--- config.mk ---
export PLATFORM = sky130hd
export DESIGN_NAME = ppg_sine
export DESIGN_NICKNAME = d
export VERILOG_FILES = /design/src/design/plasma_pixel_generator_assert.svh /design/src/design/ppg_pkg.sv /design/src/design/ppg_sine.sv
export SDC_FILE = /design/constraint.sdc
export NUM_CORES = 2
export LEC_CHECK = 0
export BUFFER_PORTS_ARGS = -buffer_cell sky130_fd_sc_hd__buf_2
export CORE_MARGIN = 2
export CORE_UTILIZATION = 25
export DETAILED_ROUTE_END_ITERATION = 8
export GPL_TIMING_DRIVEN = 1
export SLEW_MARGIN = 15
export SYNTH_ARGS = -nofsm -noshare
export SYNTH_HDL_FRONTEND = slang
export SYNTH_SLANG_ARGS = --single-unit
export TNS_END_PERCENT = 50
--- constraint.sdc ---
create_clock -name clk -period 10.6 [get_ports clk]
set_clock_uncertainty 0.15 [all_clocks]
set_input_delay 0.53 -clock clk [delete_from_list [all_inputs] [get_ports clk]]
set_output_delay 0.53 -clock clk [all_outputs]
set_load 0.01 [all_outputs]
--- src/design/plasma_pixel_generator_assert.svh ---
// assertion macros used by the plasma pixel generator rtl
`ifndef PLASMA_PIXEL_GENERATOR_ASSERT_SVH
`define PLASMA_PIXEL_GENERATOR_ASSERT_SVH

// same-cycle implication, disabled while reset is asserted
`define PPG_ASSERT_SAME(label, clk, rst_n, ante, cons, msg) \
	label: assert property (@(posedge clk) disable iff (!rst_n) (ante) |-> (cons)) \
		else $error(msg);

// next-cycle implication, disabled while reset is asserted
`define PPG_ASSERT_NEXT(label, clk, rst_n, ante, cons, msg) \
	label: assert property (@(posedge clk) disable iff (!rst_n) (ante) |=> (cons)) \
		else $error(msg);

`endif

--- src/design/ppg_pkg.sv ---
// types, constants and phase helpers of the plasma pixel generator
`default_nettype none

package ppg_pkg;

	// phase words: 2^25 per turn, kept modulo 2^26 (half index reads bit 25)
	localparam int PH_W = 26;
	localparam int IDX_W = 12;
	localparam int SIN_W = 14;
	localparam int COORD_W = 11;
	localparam int CXY_W = 25;
	localparam int SQ_W = 48;
	localparam int R_W = 58;
	localparam int ROOT_W = 29;
	localparam int REM_W = ROOT_W + 2;
	localparam int SIN_LAT = 5;

	// time steps per frame
	localparam logic [18:0] T_STEP = 19'd267018;
	localparam logic [15:0] T5_STEP = 16'd53403;
	localparam logic [16:0] T3_STEP = 17'd89006;
	localparam logic [17:0] DIV5_RECIP = 18'd209716;

	// coordinate scales and root to phase factor
	localparam int XY_STEP = 80105;
	localparam int CXY_STEP = 1573;
	localparam logic [18:0] ROOT_TO_PHASE = 19'd333772;

	typedef logic [PH_W-1:0] phase_t;
	typedef logic [IDX_W-1:0] phase_idx_t;
	typedef logic signed [SIN_W-1:0] sin_q12_t;

	typedef enum logic [0:0] {
		CFG_FRAME = 1'b0,
		CFG_BRIGHT = 1'b1
	} cfg_index_t;

	typedef struct packed {
		sin_q12_t s_x;
		sin_q12_t s_y;
		sin_q12_t s_xy;
	} sin3_t;

	typedef struct packed {
		logic [7:0] red;
		logic [7:0] green;
		logic [7:0] blue;
	} pix_t;

	// table entry for a full angle
	function automatic phase_idx_t full_index(input phase_t a);
		phase_t s;
		s = a + PH_W'(4096);
		return s[24:13];
	endfunction

	// table entry for a halved angle
	function automatic phase_idx_t half_index(input phase_t a);
		phase_t s;
		s = a + PH_W'(8192);
		return s[25:14];
	endfunction

endpackage

`default_nettype wire

--- src/design/ppg_sine.sv ---
// five stage pipelined q12 sine from a 12-bit phase index
`default_nettype none

module ppg_sine import ppg_pkg::*; (
	input logic clk,
	input logic en,
	input phase_idx_t idx,
	output sin_q12_t sin_q12
);

	logic [1:0] quad_s1, quad_s2, quad_s3, quad_s4;
	logic [16:0] z_s1, z_s2, z_s3, z_s4;
	logic [16:0] z2_s1, z2_s2, z2_s3;
	logic [12:0] t1_s2;
	logic [15:0] t2_s3;
	logic [16:0] t3_s4;
	sin_q12_t sin_s5;

	logic [10:0] q;
	logic [16:0] z;
	logic [33:0] zz;
	logic [28:0] p2;
	logic [31:0] p3;
	logic [32:0] p4;
	logic [33:0] p5;
	logic [18:0] s8;
	logic [14:0] s12;
	logic [12:0] mag;

	// fold to the first quadrant and square
	always_comb begin
		q = idx[10] ? (11'd1024 - {1'b0, idx[9:0]}) : {1'b0, idx[9:0]};
		z = {q, 6'd0};
		zz = {17'd0, z} * {17'd0, z};
	end

	// polynomial steps, one product per stage
	always_comb begin
		p2 = {12'd0, z2_s1} * 29'd307;
		p3 = {15'd0, z2_s2} * {19'd0, t1_s2};
		p4 = {16'd0, z2_s3} * {17'd0, t2_s3};
		p5 = {17'd0, z_s4} * {17'd0, t3_s4};
		s8 = {1'b0, p5[33:16]} + 19'd8;
		s12 = s8[18:4];
		mag = (s12 > 15'd4096) ? 13'd4096 : s12[12:0];
	end

	always_ff @(posedge clk) begin
		if (en) begin
			quad_s1 <= idx[11:10];
			z_s1 <= z;
			z2_s1 <= zz[32:16];
			quad_s2 <= quad_s1;
			z_s2 <= z_s1;
			z2_s2 <= z2_s1;
			t1_s2 <= 13'd5223 - p2[28:16];
			quad_s3 <= quad_s2;
			z_s3 <= z_s2;
			z2_s3 <= z2_s2;
			t2_s3 <= 16'd42334 - p3[31:16];
			quad_s4 <= quad_s3;
			z_s4 <= z_s3;
			t3_s4 <= 17'd102944 - p4[32:16];
			sin_s5 <= quad_s4[1] ? -$signed({1'b0, mag}) : $signed({1'b0, mag});
		end
	end

	assign sin_q12 = sin_s5;

endmodule

`default_nettype wire

==> impl_metrics.tcl <==
set metrics [dict create \
    status "finished, final reports clean" \
    clk_pin_slew_ns 0.06 \
    place_congestion 0.8323 \
    post_cts_buffers 0 \
    ys_warn_count 0 \
    stdcell_count 5185 \
    io_buffers 27 \
    postPlaceCellArea_um2 35130 \
    grt_busiest_layer "met2" \
    drc 0 \
    critPathMaxFanout 16 \
    min_period_over_period_pct 82.62 \
    wl_um 72810 \
    worstSetupPathType "reg -> reg" \
    cts_max_level 4 \
    ant_nets 0 \
    slew_viol_final 0 \
    track_usage_pct 11.16 \
    io_pins 28 \
    fp-row-count 133 \
    antenna_found_initial 1 \
    grt_pass1_vias 24100 \
    initial_core_util_pct 25.22 \
    die_w_um 368.4 \
    grtUsageMet1_pct 15.21 \
    met2_usage_pct 18.89 \
    drive_gt1_share_pct 3.382 \
    dp_hpwl_um 59610 \
    grt_pass1_wl_um 124000 \
    drt_first_pass_iters 5 \
    clk_latency_ns 0.50 \
    yosysSeqAreaShare_pct 14.20 \
    cts.path.max_buffers 2 \
    cpMostUsedCell "fa_1" \
    ys_types 95 \
    reg2reg_slack_ns 1.84 \
    dp_cells 5154 \
    cts_tree "built" \
    fmaxAchievable_mhz 114.2 \
    final_cell_mix "753 x inv_1, 590 x fa_1, 449 x nand2_1, 369 x ha_1, 291 x and2_1" \
    mostFrequentLayoutCell "inv_1" \
    rsz0062_at_grt "no" \
    synthFlopType "edfxtp_1" \
    netlist_area_um2 33200 \
    fin_nets 4391 \
    clock-sinks 157 \
    finalSetupViolations 0 \
    period_needed_ns 8.758 \
    cts_inserted_buffers 17 \
    die_y_um 368.4 \
    diodes 0 \
    grt_max_degree 81 \
    r2r-end "t3_s4[14]" \
    postSynth.asyncResetShare_pct 0 \
    endpoint_kind "flip-flop" \
    holdPathEnd "quad_s1[1]" \
    routed_via_density 4.388 \
    core_area_um2 131600 \
    slew_headroom_pct 32.98 \
    worstRegToRegCells 28 \
    syn_to_final_growth_pct 7.745 \
    cap_violations 0 \
    grt_remaining_overflow 0 \
    vias 22750 \
    critPathLaunchType "flip-flop" \
    worstPathRequired_ns 10.68 \
    syn_inst 3488 \
    worstMarginPinSlew_ns 1.005 \
    hold_viol 0 \
    use_met3_pct 1.441 \
    min_path_type "in -> reg" \
    fin_area_um2 35770 \
    ctsResizeCount 0 \
    root_buffer "clkbuf_16" \
    crit_slowest_cell "edfxtp_1" \
    hold_slack_ns 0.07943 \
    drtIter0Drc 1344 \
    synth-edff-count 157 \
    hold_depth 1 \
    wl_per_cell_um 14.04 \
    cpPeakStageDelay_ns 0.77 \
    cp.arrival_ns 8.84 \
    ys_ff_latch 157 \
    die_area_um2 135700 \
    syn_avg_cell_area_um2 9.518 \
    r2r_start "z2_s3[13]" \
    min-delay-start "idx[11]" \
    tns_ns 0 \
    cts_hold_buf 0 \
]
worst max-delay path, delay by kind of cell, from the launching register on:
| family | cells | cell delay [ns] |
|---|---|---|
| adder cells (fa/ha/maj) | 8 | 3.60 |
| buffers and inverters | 5 | 0.27 |
| XOR/XNOR | 1 | 0.17 |
| AO/OA/AOI/OAI | 7 | 2.03 |
| flip-flops | 1 | 0.77 |
| AND/OR/NAND/NOR | 7 | 1.51 |
registers in the layout, indices dropped and copies added, names as in the netlist:
name,cells
z_s3,11
sin_q12,14
quad_s3,1
quad_s4,1
z2_s2,17
z2_s1,17
quad_s1,1
z2_s3,17
z_s4,11
z_s2,11
z_s1,11
quad_s2,1
t1_s2,11
t2_s3,16
t3_s4,17
worst max-delay path by stage:
stage,startpoint,cells after the start,end,slack [ns]
2_1_floorplan,z_s4[8],29,sin_q12[8],2.55
3_3_place_gp,z_s4[11],28,sin_q12[8],2.00
3_5_place_dp,z_s4[11],28,sin_q12[8],1.87
4_1_cts,z_s4[11],28,sin_q12[8],1.85
5_1_grt,t2_s3[4],28,t3_s4[14],1.36
6_report,z2_s3[13],28,t3_s4[14],1.84
cell usage after synthesis (16+ instances only):
library cell,instances,share of area (%)
a21o_1,26,0.59
ha_1,369,14
xnor2_1,84,2.2
a21oi_1,72,1.1
nand4_1,16,0.30
nor3_1,31,0.47
o21ai_0,54,0.81
clkbuf_1,125,1.4
nor2_1,92,1.0
inv_1,753,8.5
xor2_1,43,1.1
o21a_1,17,0.38
nand3_1,28,0.42
edfxtp_1,157,14
or3_1,16,0.30
fa_1,590,36
nand2_1,449,5.1
and2_1,291,5.5
and3_1,16,0.30
per-stage QoR:
stage / util (%) / setup slack, ns
CTS: 27.17 / 1.851
global route: 27.17 / 1.361
finish: 27.17 / 1.842
floorplan: - / 2.548
detailed placement: 26.69 / 1.865
global placement: 26.69 / 2.003
layout make-up:
type,instances,area (um2)
Sequential cell,157,4715
Clock buffer,17,425.4
Fill cell,13830,95860
Inverter,755,2834
Tap cell,1755,2196
Timing Repair Buffer,36,209.0
Clock inverter,14,214.0
Multi-Input combinational cell,2451,25180
kinds of logic (layout without fill, tap and decap cells):
group,Yosys count,count (layout),share of synthesized area (%)
flip-flops,157,157,14.20
AO/OA/AOI/OAI,327,327,6.995
multiplexers,13,13,0.4070
AND/OR/NAND/NOR,1017,1017,15.40
adder cells (fa/ha/maj),959,959,49.49
other,2,6,0.02262
XOR/XNOR,129,129,3.482
buffers and inverters,884,822,10.01
routing by layer:
metal | wire length (um) | vias up
li1 | - | 10760
met1 | 34420 | 11520
met2 | 34730 | 409
met3 | 2686 | 71
met4 | 977 | 0
met5 | 0 | -
Power is not shown: default switching activity piles up to over one toggle a cycle in this logic, so the estimate is an artifact.
