`src/design/plasma_pixel_generator_assert.svh`:
```
// assertion macros used by the plasma pixel generator rtl
`ifndef PLASMA_PIXEL_GENERATOR_ASSERT_SVH
`define PLASMA_PIXEL_GENERATOR_ASSERT_SVH

// same-cycle implication, disabled while reset is asserted
`define PPG_ASSERT_SAME(label, clk, rst_n, ante, cons, msg) \
	label: assert property (@(posedge clk) disable iff (!rst_n) (ante) |-> (cons)) \
		else $error(msg);

// next-cycle implication, disabled while reset is asserted
`define PPG_ASSERT_NEXT(label, clk, rst_n, ante, cons, msg) \
	label: assert property (@(posedge clk) disable iff (!rst_n) (ante) |=> (cons)) \
		else $error(msg);

`endif

```
`src/design/ppg_pkg.sv`:
```
// types, constants and phase helpers of the plasma pixel generator
`default_nettype none

package ppg_pkg;

	// phase words: 2^25 per turn, kept modulo 2^26 (half index reads bit 25)
	localparam int PH_W = 26;
	localparam int IDX_W = 12;
	localparam int SIN_W = 14;
	localparam int COORD_W = 11;
	localparam int CXY_W = 25;
	localparam int SQ_W = 48;
	localparam int R_W = 58;
	localparam int ROOT_W = 29;
	localparam int REM_W = ROOT_W + 2;
	localparam int SIN_LAT = 5;

	// time steps per frame
	localparam logic [18:0] T_STEP = 19'd267018;
	localparam logic [15:0] T5_STEP = 16'd53403;
	localparam logic [16:0] T3_STEP = 17'd89006;
	localparam logic [17:0] DIV5_RECIP = 18'd209716;

	// coordinate scales and root to phase factor
	localparam int XY_STEP = 80105;
	localparam int CXY_STEP = 1573;
	localparam logic [18:0] ROOT_TO_PHASE = 19'd333772;

	typedef logic [PH_W-1:0] phase_t;
	typedef logic [IDX_W-1:0] phase_idx_t;
	typedef logic signed [SIN_W-1:0] sin_q12_t;

	typedef enum logic [0:0] {
		CFG_FRAME = 1'b0,
		CFG_BRIGHT = 1'b1
	} cfg_index_t;

	typedef struct packed {
		sin_q12_t s_x;
		sin_q12_t s_y;
		sin_q12_t s_xy;
	} sin3_t;

	typedef struct packed {
		logic [7:0] red;
		logic [7:0] green;
		logic [7:0] blue;
	} pix_t;

	// table entry for a full angle
	function automatic phase_idx_t full_index(input phase_t a);
		phase_t s;
		s = a + PH_W'(4096);
		return s[24:13];
	endfunction

	// table entry for a halved angle
	function automatic phase_idx_t half_index(input phase_t a);
		phase_t s;
		s = a + PH_W'(8192);
		return s[25:14];
	endfunction

endpackage

`default_nettype wire

```
`src/design/ppg_isqrt.sv`:
```
// pipelined floor square root, one result bit per stage
`default_nettype none

module ppg_isqrt import ppg_pkg::*; (
	input logic clk,
	input logic en,
	input logic [R_W-1:0] radicand,
	output logic [ROOT_W-1:0] root
);

	logic [R_W-1:0] rad_s [ROOT_W];
	logic [REM_W-1:0] rem_s [ROOT_W];
	logic [ROOT_W-1:0] root_s [ROOT_W];

	for (genvar k = 0; k < ROOT_W; k++) begin : g_step
		logic [R_W-1:0] rad_p;
		logic [REM_W-1:0] rem_p;
		logic [ROOT_W-1:0] root_p;
		logic [REM_W+1:0] cand;
		logic [REM_W+1:0] trial;

		// previous stage, or the radicand at the head
		if (k == 0) begin : g_head
			assign rad_p = radicand;
			assign rem_p = '0;
			assign root_p = '0;
		end else begin : g_body
			assign rad_p = rad_s[k-1];
			assign rem_p = rem_s[k-1];
			assign root_p = root_s[k-1];
		end

		// bring down two bits and try the next root bit
		assign cand = {rem_p, rad_p[R_W-1:R_W-2]};
		assign trial = {2'b00, root_p, 2'b01};

		always_ff @(posedge clk) begin
			if (en) begin
				rad_s[k] <= {rad_p[R_W-3:0], 2'b00};
				if (cand >= trial) begin
					rem_s[k] <= REM_W'(cand - trial);
					root_s[k] <= {root_p[ROOT_W-2:0], 1'b1};
				end else begin
					rem_s[k] <= cand[REM_W-1:0];
					root_s[k] <= {root_p[ROOT_W-2:0], 1'b0};
				end
			end
		end
	end

	assign root = root_s[ROOT_W-1];

endmodule

`default_nettype wire

```
`config.mk`:
```
export PLATFORM = sky130hd
export DESIGN_NAME = ppg_isqrt
export DESIGN_NICKNAME = d
export VERILOG_FILES = /design/src/design/plasma_pixel_generator_assert.svh /design/src/design/ppg_pkg.sv /design/src/design/ppg_isqrt.sv
export SDC_FILE = /design/constraint.sdc
export NUM_CORES = 2
export LEC_CHECK = 0
export BUFFER_PORTS_ARGS = -buffer_cell sky130_fd_sc_hd__buf_2
export CAP_MARGIN = 20
export CELL_PAD_IN_SITES_DETAIL_PLACEMENT = 1
export CELL_PAD_IN_SITES_GLOBAL_PLACEMENT = 2
export CORE_MARGIN = 5
export CORE_UTILIZATION = 43
export CTS_BUF_LIST = sky130_fd_sc_hd__clkbuf_8
export DETAILED_ROUTE_END_ITERATION = 10
export PLACE_DENSITY_LB_ADDON = 0.1
export SYNTH_ARGS = -nofsm -noshare
export SYNTH_HDL_FRONTEND = slang
export SYNTH_SLANG_ARGS = --single-unit
```
`constraint.sdc`:
```
create_clock -name clk -period 3.5 [get_ports clk]
set_input_delay 0.7 -clock clk [delete_from_list [all_inputs] [get_ports clk]]
set_output_delay 0.7 -clock clk [all_outputs]
set_load 0.05 [all_outputs]
```
==> summary.md <==
| Metric | Value |
|---|---|
| Largest family of logic cells by synthesized area | `simple AND/OR/NAND/NOR gates` |
| Worst setup path class | `flop to flop` |
| Worst path arrival time | `4.06 ns` |
| Worst IR drop on VDD | `0.338 mV` |
| All-Layer GR Usage | `0.192` |
| Synth area leaders | `edfxtp_1 (64%), ha_1 (6.0%), xor2_1 (3.3%)` |
| TritonCTS clock tree | `done` |
| Most used DFF post-synth | `edfxtp_1` |
| Static Leakage | `41.9 nW` |
| Number of standard cells after synthesis | `7590` |
| Overflow left after global routing | `0` |
| Top-Level Pins | `89` |
| Area share of the largest cell type after synthesis | `0.639` |
| Slowest Stage Delay on Critical Path | `0.56 ns` |
| Wire length of the first global-routing pass | `360000 um` |
| Post-synthesis simple-gate area fraction | `0.108` |
| Detailed placement HPWL | `167000 um` |
| H-tree level count | `5` |
| Die Area | `between 200000 and 250000 um2` |
| Starting density of the core | `0.433` |
| Root buffer selected by CTS | `clkbuf_8` |
| Share of synthesized registers carrying an async set or reset | `0` |
| Tmin final | `between 3 and 4 ns` |
| Required time reported for the critical path endpoint | `roughly 4.2 ns` |
| Worst path cell trace | `or4_4 -> or4_4 -> or4b_4 -> or3_4 -> a211oi_4 -> o211ai_4 -> buf_12 -> nor4bb_1 -> xor2_1` |
| Count of cell types in the netlist | `91` |
| Multiplexer share of the synthesized area | `0.00620` |
| Post-Route Utilization | `0.489` |
| Die height | `486 um` |
| Part of the Yosys area used for sequential elements | `0.639` |
| Synthesized area | `97300 um2` |
| Total wire length | `229000 um` |
| Nets | `roughly 8700` |
| Fin crit share | `0.963` |
| Setup slack of the most critical reg-to-reg path | `between 0.1 and 0.15 ns` |
| Average wire length per cell after detail routing | `20.1 um` |
| Number of enable-type register cells in the synthesized netlist | `2070` |
| Final count of pins violating max slew | `0` |
| Count of final hold-check violations | `0` |
| Rows | `174` |
| Kind of launch point of the worst setup path | `flop` |
| Number of standard cells in the final layout excluding fillers | `11414` |
| Largest net degree at the start of global routing | `176` |
| Final setup fails | `0` |
| DR DRC count | `0` |
| Maximum fanout count along the critical path | `7` |
| Max clock buf depth | `4` |
| Std-Cell Core Area | `225000 um2` |
| Count of state elements after synthesis | `between 2000 and 2500` |
| DR iter-0 viols | `3304` |
| Cell repeated most along the worst path | `or4_4` |
| Final Wtd Congestion | `0.838` |
| Via-per-instance ratio | `roughly 5.3` |
| Final ANT Viol Nets | `0` |
| IO buf count | `88` |
| Outcome | `finished, final reports clean` |
| Per-instance average area after synthesis | `12.8 um2` |
| Element type at the critical path end | `flop` |
| Synthesized netlist net count | `8116` |
| Number of synthesis warnings | `0` |
| Post-Synth XOR/XNOR Area | `0.0608` |
| Inserted Clock Buffers | `371` |
| Floorplan die width | `486 um` |
| Critical-path cell with the highest stage delay | `or4_4` |
| Hold Path Class | `flop to flop` |
| PwrDens | `625 nW/um2` |
| Via count of the first global-routing pass | `63561` |
| Max-slew headroom | `0.242` |
| Slew of the pin with the lowest slew margin | `1.14 ns` |
| Complex-gate fraction of the synthesized area | `0.0955` |
| Clock Latency Late Sink | `about 1 ns` |
| Share of cells above drive strength 1 | `0.105` |
| Clock input transition at the sequential cells of the worst setup and hold paths | `0.06 ns` |
| Setup Skew | `roughly 0.076 ns` |
| Achievable clock frequency | `0.297 GHz` |
| Cell type with the highest aggregate area in the netlist | `edfxtp_1` |
| Antenna violations before repair | `6` |
| Iteration count of the initial detailed-routing pass | `7` |
| Number of fill cells | `about 23000` |
| Clock sinks | `2071` |
| Area Growth Syn to Fin | `13.1%` |
| Number of cells after detailed placement | `10701` |
| Vias after detailed routing | `60312` |
| Synth Area in Adders | `0.0599` |
| # Max-Cap Violations | `0` |
| Sum Neg Setup Slack | `0 ns` |
==> power by group <==
| part | leakage [nW] | total, mW | switching (mW) | internal (mW) |
|---|---|---|---|---|
| Sequential | 20.0 | 33.7 | 2.30 | 31.4 |
| Clock | 3.73 | 20.2 | 9.78 | 10.5 |
| Combinational | 18.2 | 14.8 | 8.66 | 6.18 |
| Total | 41.9 | 68.8 | 20.8 | 48.0 |
==> through the flow <==
| stage | hold slack (ns) | instance area, um2 | setup WS [ns] | power, mW |
|---|---|---|---|---|
| global route | 0.281 | 110000 | -0.0321 | 73.0 |
| global placement | 0.400 | 103000 | 0.0660 | 48.7 |
| CTS | 0.235 | 110000 | 0.0206 | 69.9 |
| floorplan | 0.400 | 97300 | 0.0172 | 43.6 |
| detailed placement | 0.405 | 103000 | 0.0427 | 49.1 |
| finish | 0.383 | 110000 | 0.131 | 68.8 |
==> critical path: cells and delay by family, from the launching register on <==
family                    cells  cell delay, ns
and+or+nand+nor               5            2.00
AOI/OAI and AO/OA             2            0.36
xor gates and xnor gates      1            0.17
DFF                           1            0.40
buffers and inverters         1            0.16
==> final timing paths <==
path,cells after the start,end,start
setup / recovery,9,rem_s[0][485]$_DFFE_PP_,rem_s[0][452]$_DFFE_PP_
hold / removal,0,rad_s[0][773]$_DFFE_PP_,rad_s[0][715]$_DFFE_PP_
setup reg to reg,9,rem_s[0][485]$_DFFE_PP_,rem_s[0][452]$_DFFE_PP_
hold reg to reg,0,rad_s[0][773]$_DFFE_PP_,rad_s[0][715]$_DFFE_PP_
==> per-layer routing <==
| metal | track usage | wire (um) |
|---|---|---|
| met1 | 0.244 | 100000 |
| met3 | 0.0273 | 7240 |
| met5 | 0 | 0 |
| met2 | 0.342 | 117000 |
| met4 | 0.0523 | 5290 |
==> cell usage in the layout (no fill, tap or decap), types with 130 or more instances in the layout <==
cell type | synthesis | layout
a21oi_1 | 348 | 348
clkbuf_8 | 0 | 375
xor2_1 | 363 | 363
inv_1 | 595 | 699
nor3_1 | 210 | 205
a21o_1 | 172 | 172
ha_1 | 466 | 466
xnor2_1 | 313 | 313
buf_4 | 0 | 190
nor4_1 | 133 | 130
edfxtp_1 | 2070 | 2070
o21ai_0 | 484 | 484
nand2_1 | 604 | 604
nor2_1 | 350 | 350
==> what timing repair did <==
| item | CTS | global route |
|---|---|---|
| resized for setup | 0 | 16 |
| endpoints found under the hold margin | 61 | 0 |
| hold buffers | 59 | 0 |
| setup endpoints to repair | 0 | 78 |
| buffers inserted | 0 | 2 |
==> synthesized netlist by cell type (10+ instances only) <==
cell	number
o21a_1	87
xnor2_1	313
nor2b_1	60
o2111ai_1	10
or3_1	80
nor3_1	210
xor2_1	363
clkbuf_1	165
nand4b_1	25
o21ai_0	484
nor2_1	350
edfxtp_1	2070
nand3_1	116
nand4_1	85
inv_1	595
or2_2	34
o21bai_1	34
ha_1	466
o211ai_1	37
a31oi_1	49
nand3b_1	22
nor4_1	133
and2_1	37
a211o_1	13
nor4b_1	32
a21o_1	172
and3_1	54
o31ai_1	41
nand2_1	604
a21oi_1	348
o31a_1	10
a311oi_1	13
nand2b_1	90
a211oi_1	47
or4_1	58
o41ai_1	11
mux2i_1	13
and4_1	15
a21boi_0	15
nor3b_1	13
mux2_2	34
==> state kept, by name (all words and copies together) (netlist names) <==
signal	cells
rad_s	812
rem_s	824
root_s	435
==> layout make-up <==
cell class | instances | area [um2] | share of cell area
Clock inverter | 272 | 1330 | 0.0121
Inverter | 597 | 2240 | 0.0204
Multi-Input combinational cell | 4738 | 32300 | 0.294
Timing Repair Buffer | 364 | 3000 | 0.0273
Antenna cell | 5 | 12.5 | 0.000114
Tap cell | 2992 | 3740 | 0.0340
Clock buffer | 375 | 5160 | 0.0469
Sequential cell | 2071 | 62200 | 0.565
==> kinds of logic after synthesis <==
kind of cell	count (synthesis)
flops	2071
simple gates	2057
compound gates	1486
buf+inv	781
xor+xnor	676
fa+ha+maj	466
mux	53
Power figures use the tool's default switching activity.
